[config.mk]
export PLATFORM = sky130hd
export DESIGN_NAME = stepper_driver_pin_control
export DESIGN_NICKNAME = d
export VERILOG_FILES = /design/src/hw/rtl/sdpc_pkg.sv /design/src/hw/rtl/sdpc_front.sv /design/src/hw/rtl/sdpc_queue.sv /design/src/hw/rtl/sdpc_back.sv /design/src/hw/rtl/stepper_driver_pin_control.sv
export SDC_FILE = /design/constraint.sdc
export NUM_CORES = 1
export LEC_CHECK = 0
export BUFFER_PORTS_ARGS = -buffer_cell sky130_fd_sc_hd__buf_2
export CAP_MARGIN = 25
export CORE_MARGIN = 10
export CORE_UTILIZATION = 30
export DETAILED_ROUTE_END_ITERATION = 7
export GPL_TIMING_DRIVEN = 0
export HOLD_SLACK_MARGIN = 0.12
export SLEW_MARGIN = 20
export SYNTH_ARGS = -nofsm -noshare
export SYNTH_HDL_FRONTEND = slang
export SYNTH_SLANG_ARGS = --single-unit
[constraint.sdc]
create_clock -name clk -period 3.4 [get_ports clk]
set_input_delay 0.17 -clock clk [delete_from_list [all_inputs] [get_ports clk]]
set_output_delay 0.17 -clock clk [all_outputs]
set_load 0.02 [all_outputs]
[src/hw/rtl/sdpc_pkg.sv]
// ----------------------------------------------------------------------------
// sdpc_pkg: shared types and constants for the stepper driver pin control
// Item formats, command codes, register indexes, the potentiometer channel
// map and the sizes shared by the front, the queue and the back end.
// ----------------------------------------------------------------------------
package sdpc_pkg;

	// Defaults and limits of the top-level parameters.
	localparam int NUM_AXES_DEF     = 5;
	localparam int CHANNEL_BITS_DEF = 3;
	localparam int VALUE_BITS_DEF   = 8;
	localparam int CHANNEL_BITS_MAX = 4;
	localparam int VALUE_BITS_MAX   = 10;
	localparam int FRAME_W_MAX      = CHANNEL_BITS_MAX + VALUE_BITS_MAX;
	localparam int BIT_CNT_W        = $clog2(FRAME_W_MAX);

	localparam int QUEUE_DEPTH = 4;
	localparam int PIN_W       = 5;
	localparam int MOTOR_AXES  = 5;

	// Command codes.
	localparam logic [2:0] MODE_SET_OPTIONS = 3'd0;
	localparam logic [2:0] MODE_ENABLE      = 3'd1;
	localparam logic [2:0] MODE_DIRECTION   = 3'd2;
	localparam logic [2:0] MODE_STEP        = 3'd3;
	localparam logic [2:0] MODE_CLEAR_STEPS = 3'd4;

	// The extra current channel that has no motor pins.
	localparam logic [2:0] AXIS_EXTRA  = 3'd6;
	localparam logic [2:0] CHAN_EXTRA  = 3'd4;
	localparam logic [2:0] USTEP_LIMIT = 3'd4;

	// Configuration register indexes.
	localparam logic [1:0] CFG_SCK_HALF_PERIOD   = 2'd0;
	localparam logic [1:0] CFG_SELECT_SETUP_TIME = 2'd1;

	localparam logic [15:0] SCK_HALF_PERIOD_RST   = 16'd512;
	localparam logic [15:0] SELECT_SETUP_TIME_RST = 16'd10000;

	typedef struct packed {
		logic [2:0] mode;
		logic [2:0] axis;
		logic [2:0] ustep_bits;
		logic [7:0] current;
		logic       level;
	} cmd_item_t;

	typedef struct packed {
		logic [4:0] ms1_pins;
		logic [4:0] ms2_pins;
		logic [4:0] enable_n_pins;
		logic [4:0] dir_pins;
		logic [4:0] step_pins;
		logic       frame_bit;
		logic       frame_valid;
		logic       last;
	} res_item_t;

	typedef struct packed {
		logic [PIN_W-1:0] ms1;
		logic [PIN_W-1:0] ms2;
		logic [PIN_W-1:0] enable_n;
		logic [PIN_W-1:0] dir;
		logic [PIN_W-1:0] step;
	} pins_t;

	// One classified command waiting for the back end.
	typedef struct packed {
		pins_t                  pins;
		logic                   is_frame;
		logic [FRAME_W_MAX-1:0] frame;
	} job_t;

	typedef struct packed {
		logic full;
		logic empty;
	} q_status_t;

	typedef struct packed {
		logic [15:0] sck_half_period;
		logic [15:0] select_setup_time;
	} timing_t;

	function automatic logic [2:0] chan_of_axis(input logic [2:0] axis);
		logic [2:0] chan;
		case (axis)
			3'd0: chan = 3'd3;
			3'd1: chan = 3'd1;
			3'd2: chan = 3'd0;
			3'd3: chan = 3'd2;
			3'd4: chan = 3'd5;
			default: chan = CHAN_EXTRA;
		endcase
		return chan;
	endfunction

endpackage

[src/hw/rtl/sdpc_front.sv]
// ----------------------------------------------------------------------------
// sdpc_front: command decode and pin state
// Accepts commands, updates the pin registers in command order and builds
// one job per command for the back end.
// ----------------------------------------------------------------------------
module sdpc_front #(
	parameter int NUM_AXES     = sdpc_pkg::NUM_AXES_DEF,
	parameter int CHANNEL_BITS = sdpc_pkg::CHANNEL_BITS_DEF,
	parameter int VALUE_BITS   = sdpc_pkg::VALUE_BITS_DEF
) (
	input  logic                clk,
	input  logic                arst_n,
	input  logic                cmd_valid,
	output logic                cmd_ready,
	input  sdpc_pkg::cmd_item_t cmd,
	input  sdpc_pkg::q_status_t q_status,
	output logic                push,
	output sdpc_pkg::job_t      push_job
);
	import sdpc_pkg::*;

	localparam int AXES_LIM_I = (NUM_AXES < MOTOR_AXES) ? NUM_AXES : MOTOR_AXES;
	localparam logic [3:0] AXES_LIM = 4'(AXES_LIM_I);
	localparam int MASK_I = (1 << NUM_AXES) - 1;
	localparam logic [PIN_W-1:0] PIN_MASK = PIN_W'(MASK_I);

	pins_t pins_q;
	pins_t pins_d;
	logic motor;
	logic is_frame;
	logic [PIN_W-1:0] bitm;
	logic [2:0] chan3;
	logic [CHANNEL_BITS-1:0] chan_v;
	logic [VALUE_BITS-1:0] cur_v;

	assign cmd_ready = !q_status.full;
	assign push = cmd_valid && cmd_ready;

	always_comb begin
		motor = ({1'b0, cmd.axis} < AXES_LIM);
		bitm = (PIN_W'(1) << cmd.axis) & PIN_MASK;
		pins_d = pins_q;
		is_frame = 1'b0;
		case (cmd.mode)
			MODE_SET_OPTIONS: begin
				if (motor || cmd.axis == AXIS_EXTRA) begin
					is_frame = 1'b1;
				end
				if (motor && cmd.ustep_bits < USTEP_LIMIT) begin
					pins_d.ms1 = cmd.ustep_bits[0] ? (pins_q.ms1 | bitm) : (pins_q.ms1 & ~bitm);
					pins_d.ms2 = cmd.ustep_bits[1] ? (pins_q.ms2 | bitm) : (pins_q.ms2 & ~bitm);
				end
			end
			MODE_ENABLE: begin
				if (motor) begin
					pins_d.enable_n = cmd.level ? (pins_q.enable_n & ~bitm)
						: (pins_q.enable_n | bitm);
				end
			end
			MODE_DIRECTION: begin
				if (motor) begin
					pins_d.dir = cmd.level ? (pins_q.dir | bitm) : (pins_q.dir & ~bitm);
				end
			end
			MODE_STEP: begin
				if (motor) begin
					pins_d.step = pins_q.step | bitm;
				end
			end
			MODE_CLEAR_STEPS: begin
				pins_d.step = '0;
			end
			default: begin
			end
		endcase

		chan3 = motor ? chan_of_axis(cmd.axis) : CHAN_EXTRA;
		chan_v = CHANNEL_BITS'(chan3);
		cur_v = VALUE_BITS'(cmd.current);

		push_job.pins = pins_d;
		push_job.is_frame = is_frame;
		push_job.frame = FRAME_W_MAX'({chan_v, cur_v});
	end

	always_ff @(posedge clk or negedge arst_n) begin
		if (!arst_n) begin
			pins_q.ms1 <= '0;
			pins_q.ms2 <= '0;
			pins_q.enable_n <= PIN_MASK;
			pins_q.dir <= '0;
			pins_q.step <= '0;
		end else if (push) begin
			pins_q <= pins_d;
		end
	end

endmodule

[src/hw/rtl/sdpc_queue.sv]
// ----------------------------------------------------------------------------
// sdpc_queue: job queue between front and back end
// A small first-in first-out store of classified commands.
// ----------------------------------------------------------------------------
module sdpc_queue (
	input  logic                clk,
	input  logic                arst_n,
	input  logic                push,
	input  sdpc_pkg::job_t      push_job,
	input  logic                pop,
	output sdpc_pkg::job_t      head,
	output sdpc_pkg::q_status_t q_status
);
	import sdpc_pkg::*;

	localparam int PTR_W = $clog2(QUEUE_DEPTH);
	localparam int CNT_W = $clog2(QUEUE_DEPTH + 1);

	job_t entries_q [QUEUE_DEPTH];
	logic [PTR_W-1:0] wr_ptr_q;
	logic [PTR_W-1:0] rd_ptr_q;
	logic [CNT_W-1:0] count_q;

	assign head = entries_q[rd_ptr_q];
	assign q_status.full = (count_q == CNT_W'(QUEUE_DEPTH));
	assign q_status.empty = (count_q == '0);

	always_ff @(posedge clk) begin
		if (push) begin
			entries_q[wr_ptr_q] <= push_job;
		end
	end

	always_ff @(posedge clk or negedge arst_n) begin
		if (!arst_n) begin
			wr_ptr_q <= '0;
			rd_ptr_q <= '0;
			count_q <= '0;
		end else begin
			if (push) begin
				wr_ptr_q <= wr_ptr_q + PTR_W'(1);
			end
			if (pop) begin
				rd_ptr_q <= rd_ptr_q + PTR_W'(1);
			end
			case ({push, pop})
				2'b10: count_q <= count_q + CNT_W'(1);
				2'b01: count_q <= count_q - CNT_W'(1);
				default: count_q <= count_q;
			endcase
		end
	end

endmodule

[src/hw/rtl/sdpc_back.sv]
// ----------------------------------------------------------------------------
// sdpc_back: result item generator and frame serializer
// Turns each job into its result items: one pin item, or a paced serial
// frame of channel and current bits, most significant bit first.
// ----------------------------------------------------------------------------
module sdpc_back #(
	parameter int CHANNEL_BITS = sdpc_pkg::CHANNEL_BITS_DEF,
	parameter int VALUE_BITS   = sdpc_pkg::VALUE_BITS_DEF
) (
	input  logic                clk,
	input  logic                arst_n,
	input  sdpc_pkg::job_t      head,
	input  sdpc_pkg::q_status_t q_status,
	output logic                pop,
	input  sdpc_pkg::timing_t   timing,
	output logic                res_valid,
	input  logic                res_ready,
	output sdpc_pkg::res_item_t res
);
	import sdpc_pkg::*;

	localparam logic [BIT_CNT_W-1:0] LAST_IDX = BIT_CNT_W'(CHANNEL_BITS + VALUE_BITS - 1);

	typedef enum logic [2:0] {
		ST_IDLE  = 3'b001,
		ST_SETUP = 3'b010,
		ST_BITS  = 3'b100
	} back_state_t;

	back_state_t state_q;
	job_t job_q;
	logic [BIT_CNT_W-1:0] bit_idx_q;
	logic [15:0] wait_q;
	res_item_t res_q;
	logic res_valid_q;
	logic free;
	logic wait_done;
	logic emit;

	assign res_valid = res_valid_q;
	assign res = res_q;
	assign free = !res_valid_q || res_ready;
	assign wait_done = (wait_q <= 16'd1);
	assign pop = (state_q == ST_IDLE) && !q_status.empty && (head.is_frame || free);
	// A new item enters the output register for a pin job or a due frame bit.
	assign emit = (pop && !head.is_frame) || (state_q == ST_BITS && wait_done && free);

	always_ff @(posedge clk) begin
		if (state_q == ST_IDLE && pop) begin
			job_q <= head;
			if (!head.is_frame) begin
				res_q <= '{ms1_pins: head.pins.ms1, ms2_pins: head.pins.ms2,
					enable_n_pins: head.pins.enable_n, dir_pins: head.pins.dir,
					step_pins: head.pins.step, frame_bit: 1'b0, frame_valid: 1'b0,
					last: 1'b1};
			end
		end else if (state_q == ST_BITS && wait_done && free) begin
			res_q <= '{ms1_pins: job_q.pins.ms1, ms2_pins: job_q.pins.ms2,
				enable_n_pins: job_q.pins.enable_n, dir_pins: job_q.pins.dir,
				step_pins: job_q.pins.step, frame_bit: job_q.frame[bit_idx_q],
				frame_valid: 1'b1, last: (bit_idx_q == '0)};
		end
	end

	always_ff @(posedge clk or negedge arst_n) begin
		if (!arst_n) begin
			state_q <= ST_IDLE;
			bit_idx_q <= '0;
			wait_q <= '0;
			res_valid_q <= 1'b0;
		end else begin
			res_valid_q <= emit || (res_valid_q && !res_ready);
			case (state_q)
				ST_IDLE: begin
					if (pop && head.is_frame) begin
						state_q <= ST_SETUP;
						wait_q <= timing.select_setup_time;
						bit_idx_q <= LAST_IDX;
					end
				end
				ST_SETUP: begin
					if (wait_done) begin
						state_q <= ST_BITS;
						wait_q <= timing.sck_half_period;
					end else begin
						wait_q <= wait_q - 16'd1;
					end
				end
				ST_BITS: begin
					if (!wait_done) begin
						wait_q <= wait_q - 16'd1;
					end else if (free) begin
						if (bit_idx_q == '0) begin
							state_q <= ST_IDLE;
						end else begin
							bit_idx_q <= bit_idx_q - BIT_CNT_W'(1);
							wait_q <= timing.sck_half_period;
						end
					end
				end
				default: begin
					state_q <= ST_IDLE;
				end
			endcase
		end
	end

endmodule

[src/hw/rtl/stepper_driver_pin_control.sv]
// ----------------------------------------------------------------------------
// stepper_driver_pin_control: stepper driver pins and current frame sender
// Keeps the per-axis microstep, enable, direction and step pins and sends
// current settings to a multi-channel digital potentiometer.
// ----------------------------------------------------------------------------
// Commands enter on the cmd channel and results leave on the res channel,
// both valid/ready. The cfg channel writes the serial clock half period
// (index 0) and the chip select setup time (index 1); it is always ready.
// A command is decoded and applied to the pin registers in the cycle it is
// accepted, then queued as a job (four deep) for the back end.
// Every command except a valid set options yields one pin item through the
// queue and the output register; while the receiver takes each item and no
// frame is sent, such commands flow at one per cycle. A set options frame
// yields CHANNEL_BITS+VALUE_BITS items: the first waits out select_setup_time
// and sck_half_period after the job leaves the queue, each further bit another
// sck_half_period, so the serializer's pacing counter sets the frame rate.
// When the receiver stalls, the output register holds its item, the queue
// fills and cmd_ready drops once four jobs wait. Reset empties the queue,
// disables all drivers, clears the other pins and loads the timing defaults.
// ----------------------------------------------------------------------------
module stepper_driver_pin_control #(
	parameter int NUM_AXES     = sdpc_pkg::NUM_AXES_DEF,
	parameter int CHANNEL_BITS = sdpc_pkg::CHANNEL_BITS_DEF,
	parameter int VALUE_BITS   = sdpc_pkg::VALUE_BITS_DEF
) (
	input  logic                clk,
	input  logic                arst_n,
	input  logic                cmd_valid,
	output logic                cmd_ready,
	input  sdpc_pkg::cmd_item_t cmd,
	output logic                res_valid,
	input  logic                res_ready,
	output sdpc_pkg::res_item_t res,
	input  logic                cfg_valid,
	output logic                cfg_ready,
	input  logic [1:0]          cfg_index,
	input  logic [15:0]         cfg_data
);
	import sdpc_pkg::*;

	timing_t timing_q;
	q_status_t q_status;
	job_t push_job;
	job_t head;
	logic push;
	logic pop;

	assign cfg_ready = 1'b1;

	always_ff @(posedge clk or negedge arst_n) begin
		if (!arst_n) begin
			timing_q.sck_half_period <= SCK_HALF_PERIOD_RST;
			timing_q.select_setup_time <= SELECT_SETUP_TIME_RST;
		end else if (cfg_valid && cfg_ready) begin
			case (cfg_index)
				CFG_SCK_HALF_PERIOD: timing_q.sck_half_period <= cfg_data;
				CFG_SELECT_SETUP_TIME: timing_q.select_setup_time <= cfg_data;
				default: begin
				end
			endcase
		end
	end

	sdpc_front #(
		.NUM_AXES(NUM_AXES),
		.CHANNEL_BITS(CHANNEL_BITS),
		.VALUE_BITS(VALUE_BITS)
	) u_front (
		.clk(clk),
		.arst_n(arst_n),
		.cmd_valid(cmd_valid),
		.cmd_ready(cmd_ready),
		.cmd(cmd),
		.q_status(q_status),
		.push(push),
		.push_job(push_job)
	);

	sdpc_queue u_queue (
		.clk(clk),
		.arst_n(arst_n),
		.push(push),
		.push_job(push_job),
		.pop(pop),
		.head(head),
		.q_status(q_status)
	);

	sdpc_back #(
		.CHANNEL_BITS(CHANNEL_BITS),
		.VALUE_BITS(VALUE_BITS)
	) u_back (
		.clk(clk),
		.arst_n(arst_n),
		.head(head),
		.q_status(q_status),
		.pop(pop),
		.timing(timing_q),
		.res_valid(res_valid),
		.res_ready(res_ready),
		.res(res)
	);

endmodule

# Word-level counts from Yosys, hierarchy flattened
# Memories as Yosys holds them, arrays and structs flattened.
# Cells that the tools add are included.
classes:
  addsub: 6
  n_mul: 0
  n_div: 0
  order_cmp: 4
  n_eq_ne: 25
  shift: 1
  mux: 41
  n_bitwise: 10
  reduce_logical: 35
ops:
  columns: ["operator", "count"]
  rows:
  - ["28-bit two-way mux", 3]
  - ["16-bit two-way mux", 5]
  - ["16-bit case mux with 3 select lines", 1]
  - ["5-bit two-way mux", 9]
  - ["5-bit bitwise OR", 5]
  - ["5-bit AND", 4]
  - ["10-bit two-way mux", 2]
  - ["3-bit two-way mux", 6]
  - ["16-bit by 1-bit <= comparator with 1-bit output (second input constant)", 1]
  - ["4-bit two-way mux", 4]
  - ["16-bit by 1-bit subtractor with 16-bit output (second input constant)", 1]
  - ["3-bit by 2-bit equality test with 1-bit output (second input constant)", 5]
  - ["3-bit equality test (second input constant)", 5]
  - ["3-bit case mux with 5 select lines", 1]
  - ["1-bit logical AND", 10]
  - ["5-bit case mux with 2 select lines", 1]
  - ["5-bit AND reduction", 2]
  - ["3-bit by 1-bit equality test with 1-bit output (second input constant)", 3]
  - ["3-bit logical NOT", 3]
  - ["3-bit case mux with 3 select lines", 1]
  - ["2-bit != test (second input constant)", 4]
  - ["4-bit case mux with 2 select lines", 1]
  - ["3-bit < comparator (second input constant)", 2]
  - ["2-bit by 1-bit != test with 1-bit output (second input constant)", 3]
  - ["other kinds (22)", 40]
totals:
  register_bits: 155
  latch_bits: 0
  ramBits: 148
  rom_bits: 0
  inputBits: 41
  output_inout_bits: 31
  word_cells: 151
  memories: 1
memory_table:
  columns: ["memory", "depth", "word_bits", "read_ports", "rd_clocked_by_memory_dff", "wr", "line_no", "rtl"]
  rows:
  - ["u_queue.entries_q", 4, 37, 1, 0, 1, "sdpc_queue.sv:19", "job_t entries_q [QUEUE_DEPTH];"]

# Longest topological paths before layout
depth:
  depth_word: 7
  ltp_mapped: 12
  ltp_nobuf: 10

# Modules after synthesis
# A second synthesis with hierarchy kept.
hier_totals:
  cells_unflattened: 876
  hier_area_um2: 13551.7
by_module_without_submodules:
  columns: ["module", "instances", "cells_per_inst", "area_per_inst_um2", "seq_area_each_um2"]
  rows:
  - ["sdpc_queue", 1, 247, 6222.2, 4979.8]
  - ["sdpc_back", 1, 389, 4344.2, 2613.8]
  - ["sdpc_front", 1, 170, 1754.2, 631.9]
  - ["stepper_driver_pin_control", 1, 70, 1231.2, 808.3]

# Worst setup path before layout
# Ideal clock, no wire load.
synth_timing:
  kind: "reg2reg"
  from: "register u_back.wait_q[6]"
  to: "register u_back.res_q, in the netlist u_back.res[0] (enable)"
  setup_time_ns: 0.413
  arrival_ns: 2.557
  required_ns: 2.987
  setup_slack_ns: 0.430
  path_stages_with_launch: 6
  path_buffers: 0
  synth_period_minus_slack_ns: 2.970
  path_cell_list: "dfrtp_1 > nor4_4 > nand2_2 > nor2_1 > a21oi_1 > nor2_1"
synth_between:
  elab_chain_len: 5
synth_lines:
  columns: ["element", "line_no", "rtl"]
  rows:
  - ["start: declaration", "sdpc_back.sv:33", "logic [15:0] wait_q;"]
  - ["start signal: assignment", "sdpc_back.sv:77", "wait_q <= timing.select_setup_time;"]
  - ["start signal: assignment", "sdpc_back.sv:84", "wait_q <= timing.sck_half_period;"]
  - ["start signal: assignment", "sdpc_back.sv:86", "wait_q <= wait_q - 16'd1;"]
  - ["16-bit by 1-bit <= comparator with 1-bit output", "sdpc_back.sv:43", "assign wait_done = (wait_q <= 16'd1);"]
  - ["1-bit logical AND (2 in a row)", "sdpc_back.sv:57", "end else if (state_q == ST_BITS && wait_done && free) begin"]
  - ["2-bit nonzero test (no line)", null, null]
  - ["2-bit AND reduction (no line)", null, null]
  - ["end signal: assignment", "sdpc_back.sv:52", "res_q <= '{ms1_pins: head.pins.ms1, ms2_pins: head.pins.ms2,"]
  - ["end signal: assignment", "sdpc_back.sv:58", "res_q <= '{ms1_pins: job_q.pins.ms1, ms2_pins: job_q.pins.ms2,"]
  - ["end: declaration", "sdpc_back.sv:34", "res_item_t res_q;"]
# No other way between the ends.
# A chain may end at the register's enable or synchronous reset.

# Worst setup path in the final report
layout_timing:
  from: "register u_back.state_q[0]"
  to: "register u_queue.count_q[2]"
layout_between:
  elab_chain_len: 5
  elab_cells_between_ends: 7
  classes_between: "eq/ne: 3; mux: 1; reduce/logical: 3"
layout_lines:
  columns: ["element", "line_no", "rtl"]
  rows:
  - ["start: declaration", "sdpc_back.sv:30", "back_state_t state_q;"]
  - ["start signal: assignment", "sdpc_back.sv:67", "state_q <= ST_IDLE;"]
  - ["start signal: assignment", "sdpc_back.sv:76", "state_q <= ST_SETUP;"]
  - ["start signal: assignment", "sdpc_back.sv:83", "state_q <= ST_BITS;"]
  - ["3-bit by 1-bit equality test with 1-bit output (*)", "sdpc_back.sv:44", "assign pop = (state_q == ST_IDLE) && !q_status.empty && (head.is_frame || free);"]
  - ["1-bit logical AND (*) (2 in a row)", "sdpc_back.sv:44", null]
  - ["2-bit by 1-bit equality test with 1-bit output / 2-bit equality test (equally long branches)", "sdpc_queue.sv:46", "case ({push, pop})"]
  - ["3-bit case mux with 2 select lines / 2-bit nonzero test (equally long branches)", null, null]
  - ["end signal: assignment", "sdpc_queue.sv:47", "2'b10: count_q <= count_q + CNT_W'(1);"]
  - ["end signal: assignment", "sdpc_queue.sv:48", "2'b01: count_q <= count_q - CNT_W'(1);"]
  - ["end signal: assignment", "sdpc_queue.sv:49", "default: count_q <= count_q;"]
  - ["end: declaration", "sdpc_queue.sv:22", "logic [CNT_W-1:0] count_q;"]
# Every way passes the cells marked *; elsewhere a longest branch is shown, timed or not.

==> summary.md <==
| Metric | Value |
|---|---|
| Worst-path clk slew | ~60 ps |
| Setup violations, final | 0 |
| Hold Vio Cnt, Final | 0 |
| Number of fillers in the final layout | between 3000 and 4000 |
| P_leak | about 0.0053 µW |
| Setup crit start kind | flop |
| Post-Synthesis Cells | 750 |
| Die height | 225 µm |
| Initial antenna violation count | 1 |
| Die area | between 50000 and 60000 µm² |
| Top post-synthesis cells by count | 212 x edfxtp_1, 98 x mux2_2, 76 x dfrtp_1, 41 x nand2_1, 39 x mux4_2 |
| Design area | roughly 15000 µm² |
| Routability cong. | about 0.85 |
| Skew-Pair Late Insertion Delay | 580 ps |
| Setup TNS Final | 0 ps |
| Nets | 937 |
| DP HPWL | approximately 18 mm |
| R2R setup slack | between 300 and 400 ps |
| Area grow syn2layout | 19.9% |
| Status | completed |
| CP max FO | 10 |
| CTS Sinks | 300 |
| Ys flop type | edfxtp_1 |
| Critical path required time | between 3000 and 4000 ps |
| Count leader, synth | edfxtp_1 |
| Vias in the first global route | 7286 |
| # IOs | 72 |
| Hold EP | timing_q[17] |
| Slew of the pin with the lowest slew margin | 928 ps |
| DR vias | around 7000 |
| TritonRoute pass-1 iters | 5 |
| Initial Utilization | just over 30% |
| Dpl ws | approximately 220 ps |
| Yosys cell types | between 60 and 70 |
| First-pass GRT wire length | between 40 and 50 mm |
| Max_cap viols | 0 |
| Final WL | between 20 and 30 mm |
| RSZ-0062 raised after global routing | no |
| Fraction of registers with async set/reset | 29.3% |
| Hold Path Origin | cfg_index[0] |
| Worst hold path depth | 4 |
| Pwr Density | ~670 nW/µm² |
| Die width | 225 µm |
| Critical path capture point type | flop |
| # port buffers | 65 |
| Reg2reg end | u_queue.count_q[2] |
| DP Area | 13700 µm² |
| Synth top area share | slightly above 50% |
| Avg WL per Cell | 18.6 µm |
| Syn avg cell area | 16.7 µm² |
| CTS max path bufs | 3 |
| WS Path Type | flop to flop |
| Reg2reg path depth | 12 |
| Final WS setup | 323 ps |
| Yosys warns | 0 |
| Net Count, Synth | 800 |
| Slew Limit Fails | 0 |
| EDFF count, synth | ~210 |
| Final period util | 90.5% |
| Hold Crit Class | primary input to flop |
| Final hold slack | between 150 and 200 ps |
| DR DRC count | 0 |
| Initial DRC Count | 431 |
| CTS tree | yes |
| Flops & latches, synth | 300 |
| Peak VDD IR | around 420 µV |
| Final core utilization | between 30% and 40% |
| Core Rows | 74 |
| FF+latch area | between 8000 and 9000 µm² |
| Synth top area cells | edfxtp_1 51%, dfrtp_1 15%, mux2_2 8.8% |
| Max_slew headroom | between 30% and 40% |
| Reg2Reg Launch Point | u_back.state_q[0] |
| Yosys top cell by area | edfxtp_1 |
| Clk Tree Root Cell | clkbuf_16 |
| Postcts setup bufs | 0 |
| Antenna-violating nets left | 0 |
| Grt total ovfl | 0 |
| H-tree depth | 1 |
| Layout cell share with drive strength beyond 1 | between 30 and 40% |
| Mapped cell area | around 13000 µm² |
| CORE AREA | between 40000 and 50000 µm² |
| Routed vias/inst | between 4 and 5 |
| Ant. Diodes | 0 |
| Footprint of the multi-input gates | ~3700 µm² |
| Worst Path Arrival | around 3600 ps |
| Total GRT Usage | about 11% |
| Sequential share of the synthesized area | 68.4% |
| Tmin final | 3080 ps |
| Max Clock Skew | around 18 ps |
| Largest net degree at the start of global routing | 59 |
| CTS buffer count | 31 |
| Fmax | approximately 0.32 GHz |
-- per-layer routing --
metal	track usage, %	vias to the layer above	share of wire (%)
li1	-	3196	-
met1	14.6	3596	46
met2	17.2	139	47
met3	2.42	43	5.3
met4	2.24	2	1.7
met5	0	-	0.033
-- registers in the layout, summed over array words and instances (netlist names) --
register           count
u_back.job_q          36
u_back.res            28
u_back.res_valid       1
u_queue.entries_q    148
timing_q              32
u_queue.count_q        3
u_back.bit_idx_q       4
u_back.wait_q         16
u_front.pins_q        25
u_queue.rd_ptr_q       2
u_back.state_q         3
u_queue.wr_ptr_q       2
-- critical path: stages, from the launching register on --
cell and delay [ps]:
dfstp_2 510, clkbuf_1 300, nor2b_1 210, and3_1 260, o21ai_2 140, inv_2 200, clkbuf_4 300, ha_1 220
inv_1 60, fa_1 370, xor2_1 150, nor2_1 110, xor2_1 160
-- final cells by class --
class | instances | area share [%]
Buffer | 38 | 1.24
Clock buffer | 36 | 5.28
Clock inverter | 22 | 1.41
Inverter | 14 | 0.349
Multi-Input combinational cell | 398 | 24.9
Sequential cell | 300 | 57.0
Tap cell | 532 | 4.42
Timing Repair Buffer | 104 | 5.40
-- how the worst max path moves through the flow --
stage / from / to / slack (ps)
after floorplan: u_back.wait_q[6] / u_back.res[0] / 430
after global placement: u_back.wait_q[12] / u_back.res[19] / -1130
after detailed placement: u_back.state_q[0] / u_queue.count_q[2] / 220
after CTS: u_back.state_q[0] / u_queue.count_q[2] / 230
after global routing: u_back.state_q[0] / u_queue.count_q[2] / 30
final: u_back.state_q[0] / u_queue.count_q[2] / 320
-- kinds of logic after synthesis --
family / after synthesis / share of synthesized area, %
DFF: 300 / 68.4
muxes: 140 / 16.0
and+or+nand+nor: 132 / 5.80
AOI/OAI and AO/OA: 97 / 5.55
buffers and inverters: 52 / 1.88
xor gates and xnor gates: 19 / 1.33
adders and majority gates: 9 / 0.957
other: 1 / 0.0299
-- power by group --
group	leakage (µW)	switching, µW	total, µW	internal (µW)
sequential	0.00299	322	5090	4770
clock	0.000483	1420	3330	1910
combinational	0.00183	919	1680	764
-- cell usage in the layout (no fill, tap or decap), drive strengths merged, types with 6 or more instances in the layout --
master and count:
a211o 9, a21oi 26, a31oi 13, buf 90, clkbuf 58, clkinv 13
dfrtp 76, dfstp 12, dlygate4sd3 30, edfxtp 212, ha 8, inv 15
mux2 98, mux4 39, nand2 42, nand3 9, nor2 16, nor3 16
nor4 6, o211ai 7, o21ai 20, xnor2 10, xor2 9
-- repair_timing --
item	CTS	global route
hold buffers	31	0
setup endpoints to repair	0	1
endpoints found under the hold margin	203	0
resized for setup	0	1
-- per-stage QoR --
stage,power (µW),cells
after CTS,10300,1444
final,10100,1444
after floorplan,6260,750
after global routing,10600,1444
after global placement,6720,1347
after detailed placement,6840,1355
No activity file was read; power rests on OpenSTA's default activity.
